===== src/design/dwf_pkg.sv =====
// ----------------------------------------------------------------------------
// dwf_pkg
// Shared constants, types and register indexes of the depth word converter.
// ----------------------------------------------------------------------------
`default_nettype none

package dwf_pkg;

    localparam int QUOTIENT_BITS = 25;
    localparam int LZ_W          = $clog2(QUOTIENT_BITS + 1);
    localparam int WORD_W        = 32;
    localparam int SHIFT_W       = $clog2(WORD_W);
    localparam int MANT_W        = 23;
    localparam int EXP_W         = 8;
    localparam int CFG_IDX_W     = 1;

    localparam logic [WORD_W-1:0] FULL_MASK = 32'hffff_ffff;
    localparam logic [WORD_W-1:0] LOW_MASK  = 32'h0000_ffff;
    localparam logic [WORD_W-1:0] ONE_BITS  = 32'h3f80_0000;
    localparam logic [EXP_W-1:0]  EXP_TOP   = 8'd126;

    typedef enum logic [CFG_IDX_W-1:0] {
        CFG_IS_32BIT = 1'b0,
        CFG_MASK     = 1'b1
    } cfg_idx_t;

    typedef enum logic [1:0] {
        CLS_FRAC = 2'd0,
        CLS_ZERO = 2'd1,
        CLS_ONE  = 2'd2
    } cls_t;

    typedef struct packed {
        logic                     valid;
        cls_t                     cls;
        logic [WORD_W-1:0]        rem;
        logic [QUOTIENT_BITS-1:0] quo;
        logic [LZ_W-1:0]          lz;
    } cell_data_t;

endpackage

`default_nettype wire


===== src/design/depth_word_to_float.sv =====
// throughput: one item per cycle while the skid stage is empty
// the row of 25 division cells computes one quotient bit each
// the skid stage keeps s_ready high while one result waits; it drops only when both are full
// reset: aresetn synchronous active low, clears valid bits and both format registers
// after reset the format is 16-bit words with the full-width field
// ----------------------------------------------------------------------------
// depth_word_to_float
// Converts a raw depth word into the single-precision bits of field / field max.
// ----------------------------------------------------------------------------
`default_nettype none

module depth_word_to_float (
    input  wire logic                             aclk,
    input  wire logic                             aresetn,
    input  wire logic                             s_valid,
    output logic                                  s_ready,
    input  wire logic [dwf_pkg::WORD_W-1:0]       s_depth_word,
    output logic                                  m_valid,
    input  wire logic                             m_ready,
    output logic [dwf_pkg::WORD_W-1:0]            m_depth_float_bits,
    input  wire logic                             cfg_we,
    input  wire logic [dwf_pkg::CFG_IDX_W-1:0]    cfg_index,
    input  wire logic [dwf_pkg::WORD_W-1:0]       cfg_wdata
);

    logic                         adv;
    logic [dwf_pkg::WORD_W-1:0]   m_val;
    dwf_pkg::cell_data_t          chain [dwf_pkg::QUOTIENT_BITS+1];

    dwf_front u_front (
        .aclk         (aclk),
        .aresetn      (aresetn),
        .adv          (adv),
        .s_valid      (s_valid),
        .s_depth_word (s_depth_word),
        .cfg_we       (cfg_we),
        .cfg_index    (cfg_index),
        .cfg_wdata    (cfg_wdata),
        .head         (chain[0]),
        .m_val        (m_val)
    );

    for (genvar i = 0; i < dwf_pkg::QUOTIENT_BITS; i++) begin : g_cell
        dwf_cell u_cell (
            .aclk    (aclk),
            .aresetn (aresetn),
            .adv     (adv),
            .m_val   (m_val),
            .d_in    (chain[i]),
            .d_out   (chain[i+1])
        );
    end

    dwf_out u_out (
        .aclk               (aclk),
        .aresetn            (aresetn),
        .d_in               (chain[dwf_pkg::QUOTIENT_BITS]),
        .adv                (adv),
        .m_valid            (m_valid),
        .m_ready            (m_ready),
        .m_depth_float_bits (m_depth_float_bits)
    );

    assign s_ready = adv;

endmodule

`default_nettype wire


===== src/design/dwf_front.sv =====
// ----------------------------------------------------------------------------
// dwf_front
// Format registers, field extraction and alignment ahead of the divider row.
// ----------------------------------------------------------------------------
`default_nettype none

module dwf_front (
    input  wire logic                             aclk,
    input  wire logic                             aresetn,
    input  wire logic                             adv,
    input  wire logic                             s_valid,
    input  wire logic [dwf_pkg::WORD_W-1:0]       s_depth_word,
    input  wire logic                             cfg_we,
    input  wire logic [dwf_pkg::CFG_IDX_W-1:0]    cfg_index,
    input  wire logic [dwf_pkg::WORD_W-1:0]       cfg_wdata,
    output dwf_pkg::cell_data_t                   head,
    output logic [dwf_pkg::WORD_W-1:0]            m_val
);

    logic                           is32_reg;
    logic [dwf_pkg::WORD_W-1:0]     mask_reg;
    logic [dwf_pkg::SHIFT_W-1:0]    tz_reg;
    logic [dwf_pkg::SHIFT_W-1:0]    tz_next;
    logic [dwf_pkg::WORD_W-1:0]     m_reg;
    logic [dwf_pkg::WORD_W-1:0]     width_mask;
    logic [dwf_pkg::WORD_W-1:0]     mask_eff;
    logic                           st0_valid_reg;
    logic [dwf_pkg::WORD_W-1:0]     field_reg;
    logic                           st1_valid_reg;
    logic [dwf_pkg::WORD_W-1:0]     q_reg;

    // format registers
    always_ff @(posedge aclk) begin
        if (!aresetn) begin
            is32_reg <= 1'b0;
            mask_reg <= '0;
        end else if (cfg_we) begin
            unique case (dwf_pkg::cfg_idx_t'(cfg_index))
                dwf_pkg::CFG_IS_32BIT: is32_reg <= cfg_wdata[0];
                dwf_pkg::CFG_MASK:     mask_reg <= cfg_wdata;
            endcase
        end
    end

    always_comb begin
        width_mask = is32_reg ? dwf_pkg::FULL_MASK : dwf_pkg::LOW_MASK;
        mask_eff   = (mask_reg == '0) ? width_mask : mask_reg;
        tz_next    = '0;
        for (int i = dwf_pkg::WORD_W - 1; i >= 0; i--) begin
            if (mask_eff[i]) begin
                tz_next = dwf_pkg::SHIFT_W'(i);
            end
        end
    end

    // alignment and field maximum
    always_ff @(posedge aclk) begin
        if (!aresetn) begin
            tz_reg <= '0;
            m_reg  <= dwf_pkg::LOW_MASK;
        end else begin
            tz_reg <= tz_next;
            m_reg  <= mask_eff >> tz_next;
        end
    end

    always_ff @(posedge aclk) begin
        if (!aresetn) begin
            st0_valid_reg <= 1'b0;
            st1_valid_reg <= 1'b0;
        end else if (adv) begin
            st0_valid_reg <= s_valid;
            st1_valid_reg <= st0_valid_reg;
        end
    end

    always_ff @(posedge aclk) begin
        if (adv) begin
            field_reg <= s_depth_word & width_mask & mask_eff;
            q_reg     <= field_reg >> tz_reg;
        end
    end

    always_comb begin
        head.valid = st1_valid_reg;
        head.rem   = q_reg;
        head.quo   = '0;
        head.lz    = '0;
        priority if (q_reg == '0) begin
            head.cls = dwf_pkg::CLS_ZERO;
        end else if (q_reg >= m_reg) begin
            head.cls = dwf_pkg::CLS_ONE;
        end else begin
            head.cls = dwf_pkg::CLS_FRAC;
        end
    end

    assign m_val = m_reg;

endmodule

`default_nettype wire


===== src/design/dwf_cell.sv =====
// ----------------------------------------------------------------------------
// dwf_cell
// One restoring division step with leading-zero tracking of the quotient.
// ----------------------------------------------------------------------------
`default_nettype none

module dwf_cell (
    input  wire logic                        aclk,
    input  wire logic                        aresetn,
    input  wire logic                        adv,
    input  wire logic [dwf_pkg::WORD_W-1:0]  m_val,
    input  wire dwf_pkg::cell_data_t         d_in,
    output dwf_pkg::cell_data_t              d_out
);

    logic                         valid_reg;
    dwf_pkg::cell_data_t          data_reg;
    dwf_pkg::cell_data_t          data_next;
    logic [dwf_pkg::WORD_W:0]     rem2;
    logic [dwf_pkg::WORD_W:0]     diff;
    logic                         ge;
    logic                         seen;

    always_comb begin
        rem2            = {d_in.rem, 1'b0};
        diff            = rem2 - {1'b0, m_val};
        ge              = rem2 >= {1'b0, m_val};
        seen            = (d_in.quo != '0) || ge;
        data_next       = d_in;
        data_next.rem   = ge ? diff[dwf_pkg::WORD_W-1:0] : rem2[dwf_pkg::WORD_W-1:0];
        data_next.quo   = {d_in.quo[dwf_pkg::QUOTIENT_BITS-2:0], ge};
        data_next.lz    = seen ? d_in.lz : d_in.lz + 1'b1;
    end

    always_ff @(posedge aclk) begin
        if (!aresetn) begin
            valid_reg <= 1'b0;
        end else if (adv) begin
            valid_reg <= d_in.valid;
        end
    end

    always_ff @(posedge aclk) begin
        if (adv) begin
            data_reg <= data_next;
        end
    end

    always_comb begin
        d_out       = data_reg;
        d_out.valid = valid_reg;
    end

endmodule

`default_nettype wire


===== src/design/dwf_out.sv =====
// ----------------------------------------------------------------------------
// dwf_out
// Normalize and pack the quotient, output register with a skid stage.
// ----------------------------------------------------------------------------
`default_nettype none

module dwf_out (
    input  wire logic                        aclk,
    input  wire logic                        aresetn,
    input  wire dwf_pkg::cell_data_t         d_in,
    output logic                             adv,
    output logic                             m_valid,
    input  wire logic                        m_ready,
    output logic [dwf_pkg::WORD_W-1:0]       m_depth_float_bits
);

    logic                                 out_valid_reg;
    logic [dwf_pkg::WORD_W-1:0]           out_reg;
    logic                                 skid_valid_reg;
    logic [dwf_pkg::WORD_W-1:0]           skid_reg;
    logic [dwf_pkg::WORD_W-1:0]           packed_bits;
    logic [dwf_pkg::QUOTIENT_BITS-1:0]    norm;
    logic [dwf_pkg::EXP_W-1:0]            expo;

    always_comb begin
        norm = d_in.quo << d_in.lz;
        expo = dwf_pkg::EXP_TOP - dwf_pkg::EXP_W'(d_in.lz);
        unique case (d_in.cls)
            dwf_pkg::CLS_ZERO: packed_bits = '0;
            dwf_pkg::CLS_ONE:  packed_bits = dwf_pkg::ONE_BITS;
            default: begin
                if (d_in.lz == dwf_pkg::LZ_W'(dwf_pkg::QUOTIENT_BITS)) begin
                    packed_bits = '0;
                end else begin
                    packed_bits = {1'b0, expo,
                                   norm[dwf_pkg::QUOTIENT_BITS-2 -: dwf_pkg::MANT_W]};
                end
            end
        endcase
    end

    assign adv = !skid_valid_reg;

    always_ff @(posedge aclk) begin
        if (!aresetn) begin
            out_valid_reg  <= 1'b0;
            skid_valid_reg <= 1'b0;
        end else if (skid_valid_reg) begin
            if (m_ready) begin
                skid_valid_reg <= 1'b0;
            end
        end else if (d_in.valid) begin
            if (out_valid_reg && !m_ready) begin
                skid_valid_reg <= 1'b1;
            end else begin
                out_valid_reg <= 1'b1;
            end
        end else if (m_ready) begin
            out_valid_reg <= 1'b0;
        end
    end

    always_ff @(posedge aclk) begin
        if (skid_valid_reg) begin
            if (m_ready) begin
                out_reg <= skid_reg;
            end
        end else if (d_in.valid) begin
            if (out_valid_reg && !m_ready) begin
                skid_reg <= packed_bits;
            end else begin
                out_reg <= packed_bits;
            end
        end
    end

    assign m_valid            = out_valid_reg;
    assign m_depth_float_bits = out_reg;

endmodule

`default_nettype wire


===== config.mk =====
export PLATFORM = sky130hd
export DESIGN_NAME = depth_word_to_float
export DESIGN_NICKNAME = d
export VERILOG_FILES = /design/src/design/dwf_pkg.sv /design/src/design/depth_word_to_float.sv /design/src/design/dwf_front.sv /design/src/design/dwf_cell.sv /design/src/design/dwf_out.sv
export SDC_FILE = /design/constraint.sdc
export NUM_CORES = 2
export LEC_CHECK = 0
export BUFFER_PORTS_ARGS = -buffer_cell sky130_fd_sc_hd__buf_2
export CORE_UTILIZATION = 45
export DETAILED_ROUTE_END_ITERATION = 6
export PLACE_DENSITY = 0.6
export SLEW_MARGIN = 20
export SYNTH_ARGS = -nofsm -noshare
export SYNTH_HDL_FRONTEND = slang
export SYNTH_SLANG_ARGS = --single-unit

===== constraint.sdc =====
create_clock -name aclk -period 41 [get_ports aclk]
set_clock_uncertainty 0.1 [all_clocks]
set_input_delay 2.05 -clock aclk [delete_from_list [all_inputs] [get_ports aclk]]
set_output_delay 2.05 -clock aclk [all_outputs]
set_load 0.03 [all_outputs]

* Word level (Yosys, flattened, before mapping)
Index checks and enable logic that the tools add are counted.
Operators by class: multiplexer cells 97, shifts and indexed selects 3, equal/unequal tests 6, reductions and logical operators 59, add/sub/neg operators 49, bitwise logic cells 4, $lt $le $gt $ge 26
Operators by type and width (number):
- $mux W32 | 30
- $ge A33 B32 Y1 | 25
- $sub A32 B32 Y32 | 24
- $reduce_bool A25 Y1 | 23
- $mux W5 | 56
- $add A5 B1 Y5 const B | 24
- $and A32 B32 Y32 | 2
- $logic_not A32 Y1 | 2
- $pmux W32 S2 | 1
- $shr A32 B5 Y32 | 2
- $ge A32 B32 Y1 | 1
- $mux W31 | 1
- $shl A25 B5 Y24 | 1
- $logic_or A1 B1 Y1 | 24
- $reduce_and A3 Y1 | 3
- $mux W1 | 8
- $sub A7 B5 Y8 const A | 1
- $eq A5 B5 Y1 const B | 1
- $ne A2 B2 Y1 const B | 2
- $reduce_and A2 Y1 | 2
- $reduce_bool A2 Y1 | 2
- $eq A2 B1 Y1 const B | 1
- $eq A2 B2 Y1 const B | 1
- $logic_not A1 Y1 | 2
- 4 further kinds | 5
Word-level totals: input port bits 70, bits in registers 1495, logic and storage cells 404

* Longest topological paths before layout
depth after elaboration 35, gate-level depth with buffers 17

* By module
Synthesis repeated with hierarchy kept, for this count alone.
Unflattened totals: cells, all modules 12576, area total of the unflattened synthesis 121708.0 µm²
Modules (own cells, without submodules):
- dwf_cell | sequential area each 1941.9 µm², cells each 447, times used 25, area an instance 4329.2 µm²
- dwf_front | sequential area each 3363.2 µm², cells each 1065, times used 1, area an instance 9399.0 µm²
- dwf_out | sequential area each 1841.8 µm², cells each 336, times used 1, area an instance 4080.2 µm²

* Worst setup path before layout
OpenSTA, ideal clock, no wires.
path kind flip-flop to flip-flop, start reg u_out.skid_valid_reg, end reg u_out.out_reg (netlist bit u_out.m_depth_float_bits[21]), data pin, setup time 0.331 ns, clock period less this slack 41.394 ns, path slack -0.394 ns, data arrival time 40.963 ns, stages on the path, launching flop included 5, cells stage by stage dfxtp_1 > clkbuf_1 > inv_1 > buf_1 > mux2_2
Between the ends: longest elaborated chain between the ends 1
Ends and longest elaborated chain:
- start: declaration | RTL line dwf_out.sv:19 | logic skid_valid_reg;
- start signal: assignment | RTL line dwf_out.sv:47 | skid_valid_reg <= 1'b0;
- start signal: assignment | RTL line dwf_out.sv:50 | skid_valid_reg <= 1'b0;
- start signal: assignment | RTL line dwf_out.sv:54 | skid_valid_reg <= 1'b1;
- $mux W32 | RTL line dwf_out.sv:64 | if (skid_valid_reg) begin
- end signal: assignment | RTL line dwf_out.sv:66 | out_reg <= skid_reg;
- end signal: assignment | RTL line dwf_out.sv:72 | out_reg <= packed_bits;
- end: declaration | RTL line dwf_out.sv:18 | logic [dwf_pkg::WORD_W-1:0] out_reg;
No other way between the ends. A chain may end at the register's enable or synchronous reset.

==> impl_metrics.csv <==
group,metric,value,unit
status,status,"complete, no violations",
routing,drc_errors,0,
routing,vias_per_cell,5.92,
critical_path,required,41.47,ns
synthesis,ys_async_sr_fraction,0,
grt,grt_util_all_layers,0.254,
critical_path,cp-end-kind,"flop",
synthesis,ys_types,93,
timing,tns,0,ns
grt,grt_pass1_vias,71900,
routing,dr.max_layer_used,"met5",
die,row_count,171,
final_layout,finalInstanceArea,108000,um2
clock_network,cts_buffer_depth,3,
power,power.density,102,nW/um2
die,die_w,469,um
final_layout,area_growth,9.96,%
critical_path,path_class,"reg -> reg",
timing,final-hold-violation-count,0,
timing,rsz0062_at_grt,"false",
clock_network,cts_root_buf,"clkbuf_16",
final_layout,nFillCells,19500,
timing,fin_ws,35.32,ns
die,core_area,217000,um2
clock_network,path_clk_slew,0.06,ns
critical_path,cp_max_fo,32,
critical_path,r2r_start,"u_front.m_val[1]",
routing,drt_wl_total,287,mm
grt,grt_pass1_wl,432,mm
final_layout,layout-drive-gt1-share,0.0958,
clock_network,clkLatencyLatePin,0.85,ns
critical_path,critical_path_arrival,6.14,ns
timing,min_period_over_period,0.138,
routing,route.vias.total,75000,
final_layout,utilization,0.498,
clock_network,cts_max_level,4,
synthesis,postSynthAreaPerCell,10.3,um2
run,maxCapViolations,0,
clock_network,cts_tree,"yes",
clock_network,cts_buffers,172,
timing,tightest_slew,1.17,ns
timing,period_minus_slack,5.68,ns
routing,wl_met2,137,mm
routing,wl_per_cell,22.7,um
die,die-area,220000,um2
routing,ant_nets,0,
timing,slew-limit-headroom,0.222,
grt,antenna_found_initial,6,
power,ir_worst_vdd,62.9,uV
routing,dr.pass1.iters,6,
placed_design,place_congestion,0.940,
hold_path,min_path_type,"reg -> reg",
timing,fmax,176,MHz
placed_design,dpl_cell_area,102000,um2
critical_path,cp-start-kind,"flop",
placed_design,dp_slack,35.44,ns
synthesis,syn_inst,9554,
timing,drv_slew,0,
routing,met1_length,122,mm
die,initial_core_util,0.453,
routing,drtIter0Drc,6136,
final_layout,largest_reg_flops,1257,
clock_network,cts-resized-gates,0,
synthesis,synth_ff_type,"edfxtp_1",
synthesis,ys_ff_latch,1480,
synthesis,ys.warnings.count,0,
die,io-pin-count,104,
placed_design,io_buffers,101,
routing,wl_met3,14.7,mm
hold_path,hold_start,"g_cell[10].u_cell.d_out[62]",
die,die_height,469,um
power,p_leak,0.0427,uW
grt,grt_start_max_net_pins,181,
placed_design,hpwl,210,mm
synthesis,seq_area_frac_synth,0.442,
final_layout,layout.nets,10600,
critical_path,cp-startpoint,"u_front.m_val[1]",
synthesis,syn-cell-area,98300,um2
synthesis,synth-edff-count,1381,
grt,overflow,0,
clock_network,cts.sinks,1480,
timing,holdWs,0.313,ns
timing,finalSetupViolations,0,
clock_network,cts_setup_buffers,0,
clock_network,ctsHoldBuffers,0,
==> per-layer routing <==
metal  up-vias  global-route usage
met4         2               0.115
li1      36200                   -
met3       545              0.0360
met2      2060               0.429
met5         -                   0
met1     36100               0.321
==> final timing paths <==
kind / end / slack [ns] / cells after the start
min: g_cell[11].u_cell.d_out[62] / 0.31 / 0
max: g_cell[14].u_cell.d_out[53] / 35.32 / 15
max reg2reg: g_cell[14].u_cell.d_out[53] / 35.32 / 15
min reg2reg: g_cell[11].u_cell.d_out[62] / 0.31 / 0
==> cells in the mapped netlist (153+ instances only) <==
cell type | number | share of area
nor2_1 | 806 | 0.031
nand2_1 | 759 | 0.029
xnor2_1 | 420 | 0.037
a21oi_1 | 877 | 0.045
a21o_1 | 292 | 0.022
xor2_1 | 274 | 0.024
clkbuf_1 | 215 | 0.0082
ha_1 | 857 | 0.11
o21ai_0 | 587 | 0.030
o21a_1 | 153 | 0.012
nand3_1 | 159 | 0.0081
inv_1 | 273 | 0.010
nor2b_1 | 170 | 0.011
mux2_2 | 297 | 0.034
nand2b_1 | 154 | 0.0098
edfxtp_1 | 1381 | 0.42
==> stage by stage <==
step	power, uW	instances
after global placement	9260	12300
after detailed placement	9340	12300
final	11000	12700
after CTS	11000	12700
after floorplan	7660	9555
after global routing	11800	12700
==> cell type report <==
cell class	count	area (um2)	area share
antenna	7	17.5	0.000162
sequential	1480	43500	0.402
timing repair buffer	201	1310	0.0121
multi-input combinational	7526	52900	0.490
inverter	279	1050	0.00976
clock inverter	110	1240	0.0115
clock buffer	205	4510	0.0417
tap	2854	3570	0.0330
==> worst max-delay path, stage by stage (launching register included) <==
cell	delay, ns
dfxtp_2	0.31
buf_4	0.51
inv_2	0.04
buf_4	0.33
ha_1	0.38
nand2b_1	0.10
a21oi_1	0.08
a211o_1	0.30
o41ai_1	0.63
a211oi_1	0.26
nand3_1	0.21
a41oi_1	0.27
a211o_1	0.34
a31oi_1	0.60
o21ai_4	0.42
mux2_2	0.44
==> logic make-up (layout without fill, tap and decap cells) <==
family	after synthesis	after routing	synth area share
compound gates	2687	2687	0.172
fa+ha+maj	881	881	0.114
xor+xnor	694	694	0.0619
flops	1480	1480	0.442
buf+inv	549	795	0.0214
mux	444	444	0.0513
other cells	2	10	0.0000764
simple gates	2817	2817	0.137
==> cells in the final DEF (no fill, tap or decap), drive strengths merged, types with 99 or more instances in the layout <==
cell / count
clkbuf: 205
nand2: 759
buf: 201
o21ai: 600
xor2: 274
mux2i: 128
o21a: 153
nand3: 159
ha: 857
nand4: 147
nor2: 806
dfxtp: 99
mux2: 298
nor2b: 170
edfxtp: 1381
nor3: 146
xnor2: 420
nand2b: 154
nor4: 127
a21oi: 878
a21o: 292
inv: 286
==> power by group <==
part | internal [uW] | switching, uW | total (uW)
sequential | 2700 | 500 | 3200
combinational | 2660 | 3560 | 6220
clock | 892 | 675 | 1570
No activity file was read; power rests on OpenSTA's default activity.
